<file path="config.mk">
export PLATFORM = sky130hd
export DESIGN_NAME = top_n_score_keeper
export DESIGN_NICKNAME = d
export VERILOG_FILES = /design/src/rtl/snk_pkg.sv /design/src/rtl/snk_ram.sv /design/src/rtl/snk_seq.sv /design/src/rtl/top_n_score_keeper.sv
export SDC_FILE = /design/constraint.sdc
export NUM_CORES = 1
export LEC_CHECK = 0
export ABC_AREA = 1
export ABC_CLOCK_PERIOD_IN_PS = 3750
export BUFFER_PORTS_ARGS = -buffer_cell sky130_fd_sc_hd__buf_2
export CAP_MARGIN = 20
export CELL_PAD_IN_SITES_DETAIL_PLACEMENT = 1
export CELL_PAD_IN_SITES_GLOBAL_PLACEMENT = 2
export CORE_UTILIZATION = 36
export DETAILED_ROUTE_END_ITERATION = 10
export GPL_TIMING_DRIVEN = 0
export PLACE_DENSITY_LB_ADDON = 0.1
export SLEW_MARGIN = 5
export SYNTH_ARGS = -nofsm -noshare
export SYNTH_HDL_FRONTEND = slang
export SYNTH_SLANG_ARGS = --single-unit
</file>
<file path="constraint.sdc">
create_clock -name clk -period 3.75 [get_ports clk]
set_input_delay 0.1875 -clock clk [delete_from_list [all_inputs] [get_ports clk]]
set_output_delay 0.1875 -clock clk [all_outputs]
set_load 0.1 [all_outputs]
</file>
<file path="src/rtl/snk_pkg.sv">
package snk_pkg;

  localparam int TABLE_DEPTH = 8;
  localparam int SCORE_W     = 31;
  localparam int RANK_W      = 6;
  localparam int IDX_W       = $clog2(TABLE_DEPTH);
  localparam int IN_TDATA_W  = 32;
  localparam int OUT_TDATA_W = 40;

  typedef logic [IDX_W-1:0]   idx_t;
  typedef logic [SCORE_W-1:0] score_t;
  typedef logic [RANK_W-1:0]  rank_t;

  localparam idx_t LAST_IDX = idx_t'(TABLE_DEPTH - 1);

  typedef struct packed {
    logic   we;
    idx_t   waddr;
    score_t wdata;
    idx_t   raddr;
  } ram_req_t;

  typedef struct packed {
    logic   load;
    rank_t  rank;
    score_t score;
    logic   accepted;
    logic   last;
  } out_load_t;

endpackage

</file>
<file path="src/rtl/snk_ram.sv">
module snk_ram #(
  parameter int WIDTH = 31,
  parameter int DEPTH = 8
) (
  input  logic                     clk,
  input  logic                     we,
  input  logic [$clog2(DEPTH)-1:0] waddr,
  input  logic [WIDTH-1:0]         wdata,
  input  logic [$clog2(DEPTH)-1:0] raddr,
  output logic [WIDTH-1:0]         rdata
);

  logic [WIDTH-1:0] mem [DEPTH];

  always_ff @(posedge clk) begin
    if (we) begin
      mem[waddr] <= wdata;
    end
    rdata <= mem[raddr];
  end

endmodule

</file>
<file path="src/rtl/snk_seq.sv">
module snk_seq import snk_pkg::*; (
  input  logic      clk,
  input  logic      rst_n,
  input  logic      in_tvalid,
  output logic      in_tready,
  input  score_t    in_score,
  input  score_t    ram_rdata,
  output ram_req_t  ram_req,
  input  logic      out_free,
  output out_load_t out_load
);

  localparam logic [2:0] S_IDLE  = 3'd0;
  localparam logic [2:0] S_CHK   = 3'd1;
  localparam logic [2:0] S_CMP   = 3'd2;
  localparam logic [2:0] S_PLACE = 3'd3;
  localparam logic [2:0] S_OUT   = 3'd4;

  logic [2:0]             state_r, state_nxt;
  score_t                 s_r, s_nxt;
  idx_t                   pos_r, pos_nxt;
  logic                   acc_r, acc_nxt;
  idx_t                   k_r, k_nxt;
  logic                   dv_r, dv_nxt;
  logic [TABLE_DEPTH-1:0] vld_r, vld_nxt;
  idx_t                   raddr_r;
  score_t                 rd;
  logic                   advance;

  // entries never written since reset read as zero
  assign rd = vld_r[raddr_r] ? ram_rdata : '0;

  assign in_tready = (state_r == S_IDLE);
  assign advance   = dv_r && out_free;

  always_comb begin
    state_nxt = state_r;
    s_nxt     = s_r;
    pos_nxt   = pos_r;
    acc_nxt   = acc_r;
    k_nxt     = k_r;
    dv_nxt    = dv_r;
    vld_nxt   = vld_r;
    ram_req   = '{we: 1'b0, waddr: pos_r, wdata: s_r, raddr: k_r};
    out_load  = '{load: 1'b0, rank: rank_t'(k_r), score: rd, accepted: acc_r,
                  last: (k_r == LAST_IDX)};
    unique case (state_r)
      S_IDLE: begin
        if (in_tvalid) begin
          s_nxt         = in_score;
          pos_nxt       = LAST_IDX;
          ram_req.raddr = LAST_IDX;
          state_nxt     = S_CHK;
        end
      end
      S_CHK: begin
        if (s_r <= rd) begin
          acc_nxt   = 1'b0;
          k_nxt     = '0;
          dv_nxt    = 1'b0;
          state_nxt = S_OUT;
        end else begin
          acc_nxt       = 1'b1;
          ram_req.raddr = idx_t'(pos_r - 1'b1);
          state_nxt     = S_CMP;
        end
      end
      S_CMP: begin
        ram_req.we = 1'b1;
        if (rd < s_r) begin
          // shift the smaller entry down one rank
          ram_req.wdata = rd;
          pos_nxt       = idx_t'(pos_r - 1'b1);
          if (pos_r == idx_t'(1)) begin
            state_nxt = S_PLACE;
          end else begin
            ram_req.raddr = idx_t'(pos_r - 2'd2);
          end
        end else begin
          k_nxt     = '0;
          dv_nxt    = 1'b0;
          state_nxt = S_OUT;
        end
      end
      S_PLACE: begin
        ram_req.we = 1'b1;
        k_nxt      = '0;
        dv_nxt     = 1'b0;
        state_nxt  = S_OUT;
      end
      S_OUT: begin
        dv_nxt = 1'b1;
        if (advance) begin
          out_load.load = 1'b1;
          ram_req.raddr = idx_t'(k_r + 1'b1);
          k_nxt         = idx_t'(k_r + 1'b1);
          if (k_r == LAST_IDX) begin
            state_nxt = S_IDLE;
          end
        end
      end
      default: begin
        state_nxt = S_IDLE;
      end
    endcase
    if (ram_req.we) begin
      vld_nxt[ram_req.waddr] = 1'b1;
    end
  end

  always_ff @(posedge clk) begin
    if (!rst_n) begin
      state_r <= S_IDLE;
      vld_r   <= '0;
      dv_r    <= 1'b0;
    end else begin
      state_r <= state_nxt;
      vld_r   <= vld_nxt;
      dv_r    <= dv_nxt;
    end
  end

  always_ff @(posedge clk) begin
    s_r     <= s_nxt;
    pos_r   <= pos_nxt;
    acc_r   <= acc_nxt;
    k_r     <= k_nxt;
    raddr_r <= ram_req.raddr;
  end

endmodule

</file>
<file path="src/rtl/top_n_score_keeper.sv">
// top_n_score_keeper: keeps the TABLE_DEPTH highest scores seen, ranked from
// the highest down, and reports the whole table after every offered score.
// in channel: one request carries one score (in_tdata[30:0]).
// out channel: TABLE_DEPTH requests per offered score, rank 0 first; tdata
// carries rank and score, tuser says whether the score entered the table,
// tlast marks the lowest rank.
// an offered score is compared against the lowest entry, then against each
// higher entry in turn through one comparator and one table memory with separate
// read and write ports, shifting smaller entries down one rank per cycle.
// a rejected score goes from the check straight to the readout; an accepted
// score moves past at most TABLE_DEPTH - 1 entries, landing at rank 0, before
// its readout starts. the readout loads one result per cycle while the output
// register is free. in_tready stays low from acceptance until the last result
// has entered the output register.
// reset: synchronous, active low; the table reads as all zero right away
// (per-entry valid flags), there is no clearing pass.
// when the receiver stalls the output register holds its result and the
// readout simply pauses; no result is dropped.
module top_n_score_keeper import snk_pkg::*; (
  input  logic                   clk,
  input  logic                   rst_n,
  input  logic                   in_tvalid,
  output logic                   in_tready,
  input  logic [IN_TDATA_W-1:0]  in_tdata,   // new_score[30:0], pad[31]
  output logic                   out_tvalid,
  input  logic                   out_tready,
  output logic [OUT_TDATA_W-1:0] out_tdata,  // entry_rank[5:0], entry_score[36:6], pad[39:37]
  output logic                   out_tuser,  // was_accepted[0]
  output logic                   out_tlast
);

  ram_req_t  ram_req;
  score_t    ram_rdata;
  out_load_t out_load;
  logic      out_free;

  logic      out_valid_r;
  rank_t     rank_r;
  score_t    score_r;
  logic      acc_r;
  logic      last_r;

  assign out_free = !out_valid_r || out_tready;

  snk_ram #(
    .WIDTH(SCORE_W),
    .DEPTH(TABLE_DEPTH)
  ) u_ram (
    .clk  (clk),
    .we   (ram_req.we),
    .waddr(ram_req.waddr),
    .wdata(ram_req.wdata),
    .raddr(ram_req.raddr),
    .rdata(ram_rdata)
  );

  snk_seq u_seq (
    .clk      (clk),
    .rst_n    (rst_n),
    .in_tvalid(in_tvalid),
    .in_tready(in_tready),
    .in_score (in_tdata[SCORE_W-1:0]),
    .ram_rdata(ram_rdata),
    .ram_req  (ram_req),
    .out_free (out_free),
    .out_load (out_load)
  );

  always_ff @(posedge clk) begin
    if (!rst_n) begin
      out_valid_r <= 1'b0;
    end else if (out_load.load) begin
      out_valid_r <= 1'b1;
    end else if (out_tready) begin
      out_valid_r <= 1'b0;
    end
  end

  always_ff @(posedge clk) begin
    if (out_load.load) begin
      rank_r  <= out_load.rank;
      score_r <= out_load.score;
      acc_r   <= out_load.accepted;
      last_r  <= out_load.last;
    end
  end

  assign out_tvalid = out_valid_r;
  assign out_tdata  = {(OUT_TDATA_W - SCORE_W - RANK_W)'(0), score_r, rank_r};
  assign out_tuser  = acc_r;
  assign out_tlast  = last_r;

endmodule

</file>
==> results.cfg, run 1 <==
[power]
switching_power_mw = 10.1
switching_share = 0.430
peakVddDrop_mv = 0.650
power_density_nw_per_um2 = 1060
cellInternalPower_mw = 13.3
p_leak_nw = 9.63
clkPwrFrac = 0.185
power_frac_comb = 0.574
seqPwrFrac = 0.241

[timing]
slew_headroom = 0.384
setup_viol = 47
max_freq_mhz = 255
finalHoldViolations = 0
tns_ns = -4.12
maxSlewViolCount = 0
tightest_slew_ns = 0.922
timing.final.ws_setup_ns = -0.176
fin_crit_sh = 1.05
skew_ns = 0.0154
min_period_ns = 3.93
rsz0062_at_grt = yes

[synthesis]
yosysUniqueCellTypes = 33
ys_seq_elements = 369
yosysWarnings = 0
synthesis.area_sq_um = 16200
ys_seq_area_frac = 0.655
syn_inst = 1593
syn_avg_cell_area_sq_um = 10.2

[worst_setup_path]
slowest_delay_ns = 0.37
crit_required_ns = 4.21
cp.arrival_ns = 4.38
crit_family = simple AND/OR/NAND/NOR gates
regToRegSetupSlack_ns = -0.18
slowest_stage = dfxtp_4
rr_startpoint = u_seq.raddr_r[0]$_DFF_P_
worstSetupStartpointType = register
crit_cells = 29
crit_path_max_fanout = 5
endpoint_kind = register
crit_type = reg -> reg
r2r-end = u_ram.rdata[17]$_DFF_P_
critPathBufInv = 9
r2r_cells = 29

[flow_run]
maxCapViolations = 0

[clock_tree]
cts_tree = done
clkTransAtPathRegs_ns = 0.06
htreeDepth = 2
numCtsBuffers = 44
clockBufferDepth = 3
insertion_delay_ns = 0.58
root_buffer = clkbuf_16
cts.sinks = 369

[layout]
area_delta_synth_final_pct = 35.8
final_cell_mix = 325 x nand2_1, 322 x edfxtp_1, 295 x inv_1
drive_gt1_frac = 0.255
num-nets-final = 1882
layout_commonest_cell = nand2_1
num-fill-cells = 4696
diodes = 0

[floorplan]
die_height_um = 214
initial_core_util = 0.366
boundaryPins = 80
die_area_sq_um = 45900
rows = 77
core_area_sq_um = 44300
die_w_um = 214

[grt]
grt_pass1_wl_um = 77500
overflow = 0
grt_usage = 0.229
grt_pass1_vias = 12400
antenna_found_initial = 0
grt_max_degree = 28

[outcome]
status = finished with violations
violations = negative setup slack

[min_path]
hold_end = score_r[21]$_DFFE_PP_
hold_depth = 5
min_from = out_tready
hold_path_class = in -> reg

[place]
hpwl_um = 32800
place.gp.congestion = 0.757
port_buffers = 72
pre_cts_ws_ns = -2.18

[drt]
wl_per_cell_um = 21.5
drcViolationCount = 0
drtIter0Drc = 671
dr_total_vias = 11900
first_pass_iters = 5
viasPerCell = 4.87
wl_um = 52300
ant_nets = 0
==> state kept, by name, summed over array words and instances, names as in the netlist <==
register       flops
u_seq.k_r          3
u_seq.state_r      3
u_seq.s_r         31
out_tvalid         1
out_tlast          1
u_seq.dv_r         1
u_seq.pos_r        3
out_tuser          1
score_r           31
u_ram.mem        248
u_seq.acc_r        1
rank_r             3
u_seq.vld_r        8
u_ram.rdata       31
u_seq.raddr_r      3
==> layer usage <==
metal | routed length [um] | track usage | share of wire
met5 | 0 | 0 | 0
met4 | 1230 | 0.0629 | 0.023
met3 | 2160 | 0.0379 | 0.041
met2 | 25600 | 0.391 | 0.49
met1 | 23300 | 0.300 | 0.45
==> per-stage QoR <==
step	cells	utilization	hold WS [ns]	power (mW)	cell area [sq um]
global placement	2262	0.391	0.364	14.1	17300
finish	2435	0.496	0.296	23.4	22000
global route	2435	0.496	0.309	24.7	22000
floorplan	1598	-	0.286	10.9	16200
detailed placement	2273	0.399	0.367	14.3	17700
CTS	2426	0.483	0.284	22.6	21400
==> area by class of cell <==
type	count	area [sq um]	share of cell area
clock inverters	15	176	0.00802
flip-flops and latches	369	10600	0.483
multi-input cells	853	5460	0.248
repair buffers	163	1690	0.0769
well taps	592	741	0.0337
clock buffers	67	1270	0.0577
plain buffers	73	883	0.0402
inverters	303	1160	0.0527
==> cell families (layout without fill, tap and decap cells) <==
family / after synthesis / after routing / synth area share
other: 1 / 6 / 0.000231
DFF: 369 / 369 / 0.655
and+or+nand+nor: 739 / 739 / 0.200
xor gates and xnor gates: 1 / 1 / 0.000541
AOI/OAI and AO/OA: 68 / 68 / 0.0225
buffers and inverters: 376 / 621 / 0.0921
adders and majority gates: 39 / 39 / 0.0301
==> worst min-delay path: stages <==
cell and delay (ns):
buf_2 0.10, inv_1 0.05, nand2_1 0.07, nand2_1 0.12, nor2_4 0.13
==> cells in the mapped netlist <==
cell type  instances  area share
ha_1              39       0.030
conb_1             1     0.00023
inv_2              1     0.00023
inv_1            302       0.070
o221ai_1           1     0.00054
nand2_1          414       0.096
a21oi_1           17      0.0053
buf_2             22      0.0068
o21ai_0           42       0.013
o21ai_1            1     0.00031
buf_6              1     0.00070
xnor2_1            1     0.00054
clkbuf_1          27      0.0063
nor2_2             3      0.0012
a21o_1             2     0.00093
edfxtp_1         322        0.60
nor2_1            48       0.011
nand3b_1          32       0.015
buf_4             12      0.0056
nor3_1             2     0.00062
o211ai_1           2     0.00093
dfxtp_1           47       0.058
nor3_2             1     0.00062
nand3_1          230       0.071
a2111oi_0          1     0.00054
nand2_2            3      0.0012
nand3_2            1     0.00062
nand4_1            3      0.0012
a21oi_2            1     0.00054
buf_1             11      0.0025
o21a_1             1     0.00046
nand2_4            1     0.00070
nand3b_2           1     0.00070
==> how the worst max path moves through the flow <==
stage | from | endpoint
finish | u_seq.raddr_r[0]$_DFF_P_ | u_ram.rdata[17]$_DFF_P_
CTS | u_seq.raddr_r[0]$_DFF_P_ | u_ram.mem[2][2]$_DFFE_PP_
global route | u_seq.raddr_r[0]$_DFF_P_ | u_ram.rdata[26]$_DFF_P_
detailed placement | u_seq.raddr_r[0]$_DFF_P_ | u_ram.mem[1][6]$_DFFE_PP_
floorplan | u_seq.state_r[0]$_SDFFE_PN0P_ | u_seq.s_r[0]$_DFFE_PP_
global placement | u_seq.raddr_r[0]$_DFF_P_ | u_ram.mem[0][6]$_DFFE_PP_
==> power groups by stage <==
stage	clock network, mW	registers, mW	logic (mW)
after floorplan	0	5.65	5.30
after global placement	0	5.65	8.47
after detailed placement	0	5.64	8.68
after CTS	4.42	5.61	12.5
after global routing	4.54	5.68	14.5
final	4.32	5.64	13.4
==> timing repair <==
| action | 4_1_cts | 5_1_grt |
|---|---|---|
| gates cloned | 8 | 7 |
| pin swaps | 54 | 57 |
| hold endpoints to repair | 34 | 0 |
| gates resized for setup | 378 | 116 |
| setup endpoints to repair | 293 | 287 |
| hold buffers | 34 | 0 |
| buffers inserted | 29 | 6 |
Power figures use the tool's default switching activity.
==> inputs of run 2 (changes only) <==
BUFFER_PORTS_ARGS = not set   (was -buffer_cell sky130_fd_sc_hd__buf_2)
CORE_UTILIZATION = 38   (was 36)
DONT_BUFFER_PORTS = 1   (was not set)
==> run 2 against run 1 <==
Hold slack lost 0.28 ns. Via count shrank 2.9%. Flip-flop and latch count is the same. Maximum frequency shrank 1.2%. Clock skew grew 0.0099 ns. Largest cell class unchanged. Worst setup slack lost 0.046 ns. Sequential share of layout area grew 2.0 points. First-iteration DRC count grew 3.1%. The flow still finishes with violations (negative setup slack). Global-route usage grew 0.40 points. Non-clock buffer count shrank 85. Register-to-register slack lost 0.05 ns. Critical path type unchanged. Cell count shrank 5.8%. Highest routed layer unchanged.
==> results.cfg, run 2 (synthesized netlist as in run 1, its figures left out) <==
[outcome]
violations = negative setup slack
status = finished with violations

[grt]
grt_pass1_wl_um = 73900
antenna_found_initial = 0
grt_pass1_vias = 12100
overflow = 0
grt_usage = 0.233
grt_max_degree = 27

[timing]
setup_viol = 32
maxSlewViolCount = 0
max_freq_mhz = 252
rsz0062_at_grt = yes
min_period_ns = 3.97
finalHoldViolations = 0
slew_headroom = 0.352
skew_ns = 0.0253
fin_crit_sh = 1.06
tightest_slew_ns = 0.971
timing.final.ws_setup_ns = -0.222
holdWs_ns = 0.0116

[floorplan]
core_area_sq_um = 42000
die_height_um = 208
die_w_um = 208
rows = 75
initial_core_util = 0.385
die_area_sq_um = 43500
boundaryPins = 80

[layout]
area_delta_synth_final_pct = 30.3
drive_gt1_frac = 0.207
num-fill-cells = 4431
final_cell_mix = 322 x edfxtp_1, 317 x nand2_1, 295 x inv_1
diodes = 0
regMostFlops = u_ram.mem
largest_reg_flops = 248
seq_area_sq_um = 10600
num-nets-final = 1798
multi_input_area_sq_um = 5380
layout_commonest_cell = edfxtp_1

[clock_tree]
root_buffer = clkbuf_16
clkTransAtPathRegs_ns = 0.06
htreeDepth = 2
cts.sinks = 369
cts_tree = done
numCtsBuffers = 43
insertion_delay_ns = 0.59
clockBufferDepth = 3

[worst_setup_path]
r2r-end = u_ram.rdata[28]$_DFF_P_
crit_type = reg -> reg
cp.arrival_ns = 4.43
r2r_cells = 25
crit_required_ns = 4.21
crit_path_max_fanout = 8
worstSetupStartpointType = register
endpoint_kind = register
rr_startpoint = u_seq.raddr_r[0]$_DFF_P_
regToRegSetupSlack_ns = -0.22

[drt]
wl_per_cell_um = 22.4
drtIter0Drc = 692
wl_um = 51300
drcViolationCount = 0
dr_total_vias = 11500
ant_nets = 0
first_pass_iters = 5
viasPerCell = 5.02

[min_path]
min_from = in_tvalid
hold_end = u_seq.pos_r[2]$_SDFFCE_PP1P_
hold_depth = 2
hold_path_class = in -> reg

[place]
hpwl_um = 31900
place.gp.congestion = 0.769
port_buffers = 0

[flow_run]
maxCapViolations = 0
-- run 2: changes by cell type in the layout (fill, tap and decap cells not counted), moves of 7 or more --
cell,delta
nand2_1,-8
buf_2,-70
nand3_2,-32
clkbuf_1,-7
buf_8,-7
nand3_1,+32
buf_12,-8
buf_16,-9
-- run 2: critical path, cell delays in order, from the launching register on --
cell and delay, ns:
dfxtp_4 0.38, nor2_1 0.05, nor2_1 0.07, o21ai_0 0.09
nand3b_1 0.12, nand2_2 0.13, clkinv_4 0.16, clkbuf_16 0.21
nand2_4 0.09, ha_4 0.28, nand2_2 0.08, nor2_4 0.09
nand4_1 0.18, nor3_4 0.22, buf_6 0.13, nand3b_4 0.12
nand2_8 0.15, clkinvlp_4 0.11, o211ai_1 0.23, nand3_1 0.17
nand2_4 0.19, clkinvlp_4 0.12, buf_12 0.17, clkbuf_16 0.17
nand2_2 0.05, nand2_1 0.06
-- run 2: worst max path at each step --
stage	from	to	slack [ns]
global route	u_seq.raddr_r[0]$_DFF_P_	u_ram.rdata[28]$_DFF_P_	-0.43
floorplan	u_seq.state_r[0]$_SDFFE_PN0P_	u_seq.s_r[0]$_DFFE_PP_	0.28
detailed placement	u_seq.raddr_r[0]$_DFF_P_	u_ram.mem[5][5]$_DFFE_PP_	-2.02
CTS	u_seq.raddr_r[0]$_DFF_P_	u_ram.rdata[21]$_DFF_P_	-0.22
global placement	u_seq.raddr_r[0]$_DFF_P_	u_ram.mem[6][5]$_DFFE_PP_	-1.93
finish	u_seq.raddr_r[0]$_DFF_P_	u_ram.rdata[28]$_DFF_P_	-0.22
-- run 2: repair_timing --
item | CTS | global route
hold buffers | 35 | 0
setup buffers | 8 | 14
gates cloned | 1 | 12
gates resized for setup | 231 | 212
pin swaps | 10 | 47
setup endpoints to repair | 293 | 290
hold endpoints to repair | 34 | 0
-- run 2: area by class of cell --
class | count | area share
flip-flops and latches | 369 | 0.503
multi-input cells | 855 | 0.255
clock buffers | 56 | 0.0563
inverters | 303 | 0.0551
repair buffers | 79 | 0.0500
plain buffers | 72 | 0.0367
well taps | 539 | 0.0320
clock inverters | 21 | 0.0119
-- run 2: per-stage QoR --
step / setup TNS [ns] / area [sq um] / setup slack [ns] / instances / utilization
after floorplan: 0 / 16200 / 0.277 / 1598 / -
after global placement: -640.11 / 16900 / -1.93 / 2137 / 0.402
after detailed placement: -509.08 / 17200 / -2.02 / 2149 / 0.410
after CTS: -37.74 / 19900 / -0.215 / 2270 / 0.473
after global routing: -35.04 / 21100 / -0.433 / 2294 / 0.502
final: -5.91 / 21100 / -0.222 / 2294 / 0.502
-- run 2: layer usage --
layer	vias up	GRT usage	wire, um
li1	5439	-	-
met1	5759	0.307	23000
met2	240	0.395	24700
met3	77	0.0290	2080
met4	0	0.0830	1450
met5	-	0	0
Power of run 2 is left out: the tool's default activity adds up to more than one toggle a clock period on the data nets, which glitch-free logic cannot reach.
==> inputs of run 3 (changes only) <==
CAP_MARGIN = not set   (was 20)
CORE_MARGIN = 2   (was not set)
CTS_CLUSTER_SIZE = 24   (was not set)
==> run 3 against run 2 <==
The flow still finishes with violations (negative setup slack). Design area about the same. Hold slack improved by 0.021 ns. Non-clock buffer count increased by 13. Flip-flop and latch count unchanged. Via count about the same. Sequential share of layout area about the same. Worst setup slack improved by 0.090 ns. Wire length decreased by 1.6%. Die area increased by 1.9%. Count of clock-buffer cells in the layout increased by 2. Utilization about the same. Critical path type unchanged. Largest cell class unchanged.
==> results.cfg, run 3 (synthesized netlist as in run 1, its figures left out) <==
[layout]
multi_input_area_sq_um = 5290
area_delta_synth_final_pct = 30.2
num-nets-final = 1809
diodes = 0
layout_commonest_cell = nand2_1
drive_gt1_frac = 0.202
design_area_sq_um = 21100
final_cell_mix = 326 x nand2_1, 322 x edfxtp_1, 298 x inv_1
largest_reg_flops = 248
seq_area_sq_um = 10600
regMostFlops = u_ram.mem
num-fill-cells = 4489

[timing]
fin_crit_sh = 1.04
max_freq_mhz = 258
maxSlewViolCount = 0
rsz0062_at_grt = yes
min_period_ns = 3.88
setup_viol = 39
timing.final.ws_setup_ns = -0.132
finalHoldViolations = 0
skew_ns = 0.0182
slew_headroom = 0.353
tightest_slew_ns = 0.970

[grt]
antenna_found_initial = 0
grt_pass1_vias = 12000
grt_max_degree = 27
overflow = 0
grt_pass1_wl_um = 73500
grtUsageMet3 = 0.0332
use_met1 = 0.298
grt_use_met2 = 0.389
grt_usage = 0.227
grt.busiest_layer = met2

[drt]
first_pass_iters = 5
ant_nets = 0
wl_per_cell_um = 21.9
viasPerCell = 4.99
drcViolationCount = 0
dr_total_vias = 11500
wl_um = 50500
drtIter0Drc = 646

[floorplan]
boundaryPins = 80
initial_core_util = 0.385
die_w_um = 210
core_area_sq_um = 42000
die_height_um = 210
die_area_sq_um = 44300
rows = 75

[worst_setup_path]
worstSetupStartpointType = register
r2r_cells = 24
endpoint_kind = register
rr_startpoint = u_seq.raddr_r[0]$_DFF_P_
cp.arrival_ns = 4.33
regToRegSetupSlack_ns = -0.13
crit_path_max_fanout = 8
r2r-end = u_ram.rdata[21]$_DFF_P_
crit_required_ns = 4.20
crit_type = reg -> reg

[place]
place.gp.congestion = 0.772
hpwl_um = 31700
pre_cts_ws_ns = -2.07
port_buffers = 0
place_area_sq_um = 17300

[clock_tree]
clkTransAtPathRegs_ns = 0.06
clockBufferDepth = 3
insertion_delay_ns = 0.57
numCtsBuffers = 43
cts.sinks = 369
root_buffer = clkbuf_16
cts_tree = done
htreeDepth = 2

[outcome]
violations = negative setup slack
status = finished with violations

[min_path]
min_from = in_tvalid
hold_depth = 2
hold_end = u_seq.pos_r[2]$_SDFFCE_PP1P_
hold_path_class = in -> reg

[flow_run]
maxCapViolations = 0
[run 3: repair_timing]
item	CTS	global route
pin swaps	14	54
gates cloned	4	9
buffers inserted	14	17
hold buffers	35	0
endpoints found under the hold margin	34	0
endpoints found under the setup margin	293	287
gates resized for setup	256	183
[run 3: metal layers]
layer,up-vias,share of wire
met5,-,0
met4,0,0.025
met3,72,0.036
met2,222,0.49
met1,5754,0.45
li1,5461,-
[run 3: worst max path at each step]
stage                                  start                         to  slack [ns]  depth (start not counted)
2_1_floorplan  u_seq.state_r[0]$_SDFFE_PN0P_     u_seq.s_r[0]$_DFFE_PP_        0.28                          5
6_report            u_seq.raddr_r[0]$_DFF_P_    u_ram.rdata[21]$_DFF_P_       -0.13                         24
3_3_place_gp        u_seq.raddr_r[0]$_DFF_P_  u_ram.mem[6][5]$_DFFE_PP_       -2.02                         21
3_5_place_dp        u_seq.raddr_r[0]$_DFF_P_  u_ram.mem[7][5]$_DFFE_PP_       -2.07                         20
5_1_grt             u_seq.raddr_r[0]$_DFF_P_     u_ram.rdata[0]$_DFF_P_       -0.30                         27
4_1_cts             u_seq.raddr_r[0]$_DFF_P_    u_ram.rdata[27]$_DFF_P_       -0.23                         25
[run 3: critical path: stages, from the launching register on]
cell	delay, ns
dfxtp_4	0.37
inv_4	0.06
nor2_1	0.05
o221ai_2	0.23
nand2_4	0.13
clkinv_8	0.12
clkbuf_16	0.19
nand2_8	0.07
ha_4	0.28
nand2_4	0.06
nor2_4	0.13
nand4_1	0.34
nand3b_4	0.34
nand2_8	0.15
nand2_2	0.07
nand3_2	0.07
nand3_4	0.20
nand2_8	0.19
buf_12	0.20
buf_12	0.14
nand2_1	0.06
nand3_1	0.08
nand2_1	0.06
nand2_1	0.06
nand2_1	0.07
[run 3: per-stage QoR]
stage                util  hold slack, ns  cells  TNS, ns
CTS                 0.475          0.0373   2283   -27.04
floorplan               -           0.286   1598        0
global placement    0.402           0.286   2137  -645.62
detailed placement  0.411           0.286   2150  -529.97
finish              0.502          0.0327   2308    -2.77
global route        0.502          0.0311   2308   -26.14
[run 3: cell type report]
cell class              instances  area share
plain buffers                  73      0.0399
clock buffers                  58      0.0542
clock inverters                22     0.00605
inverters                     303      0.0554
multi-input cells             853       0.251
flip-flops and latches        369       0.503
well taps                     539      0.0320
repair buffers                 91      0.0583
Power of run 3 is left out for the same reason.
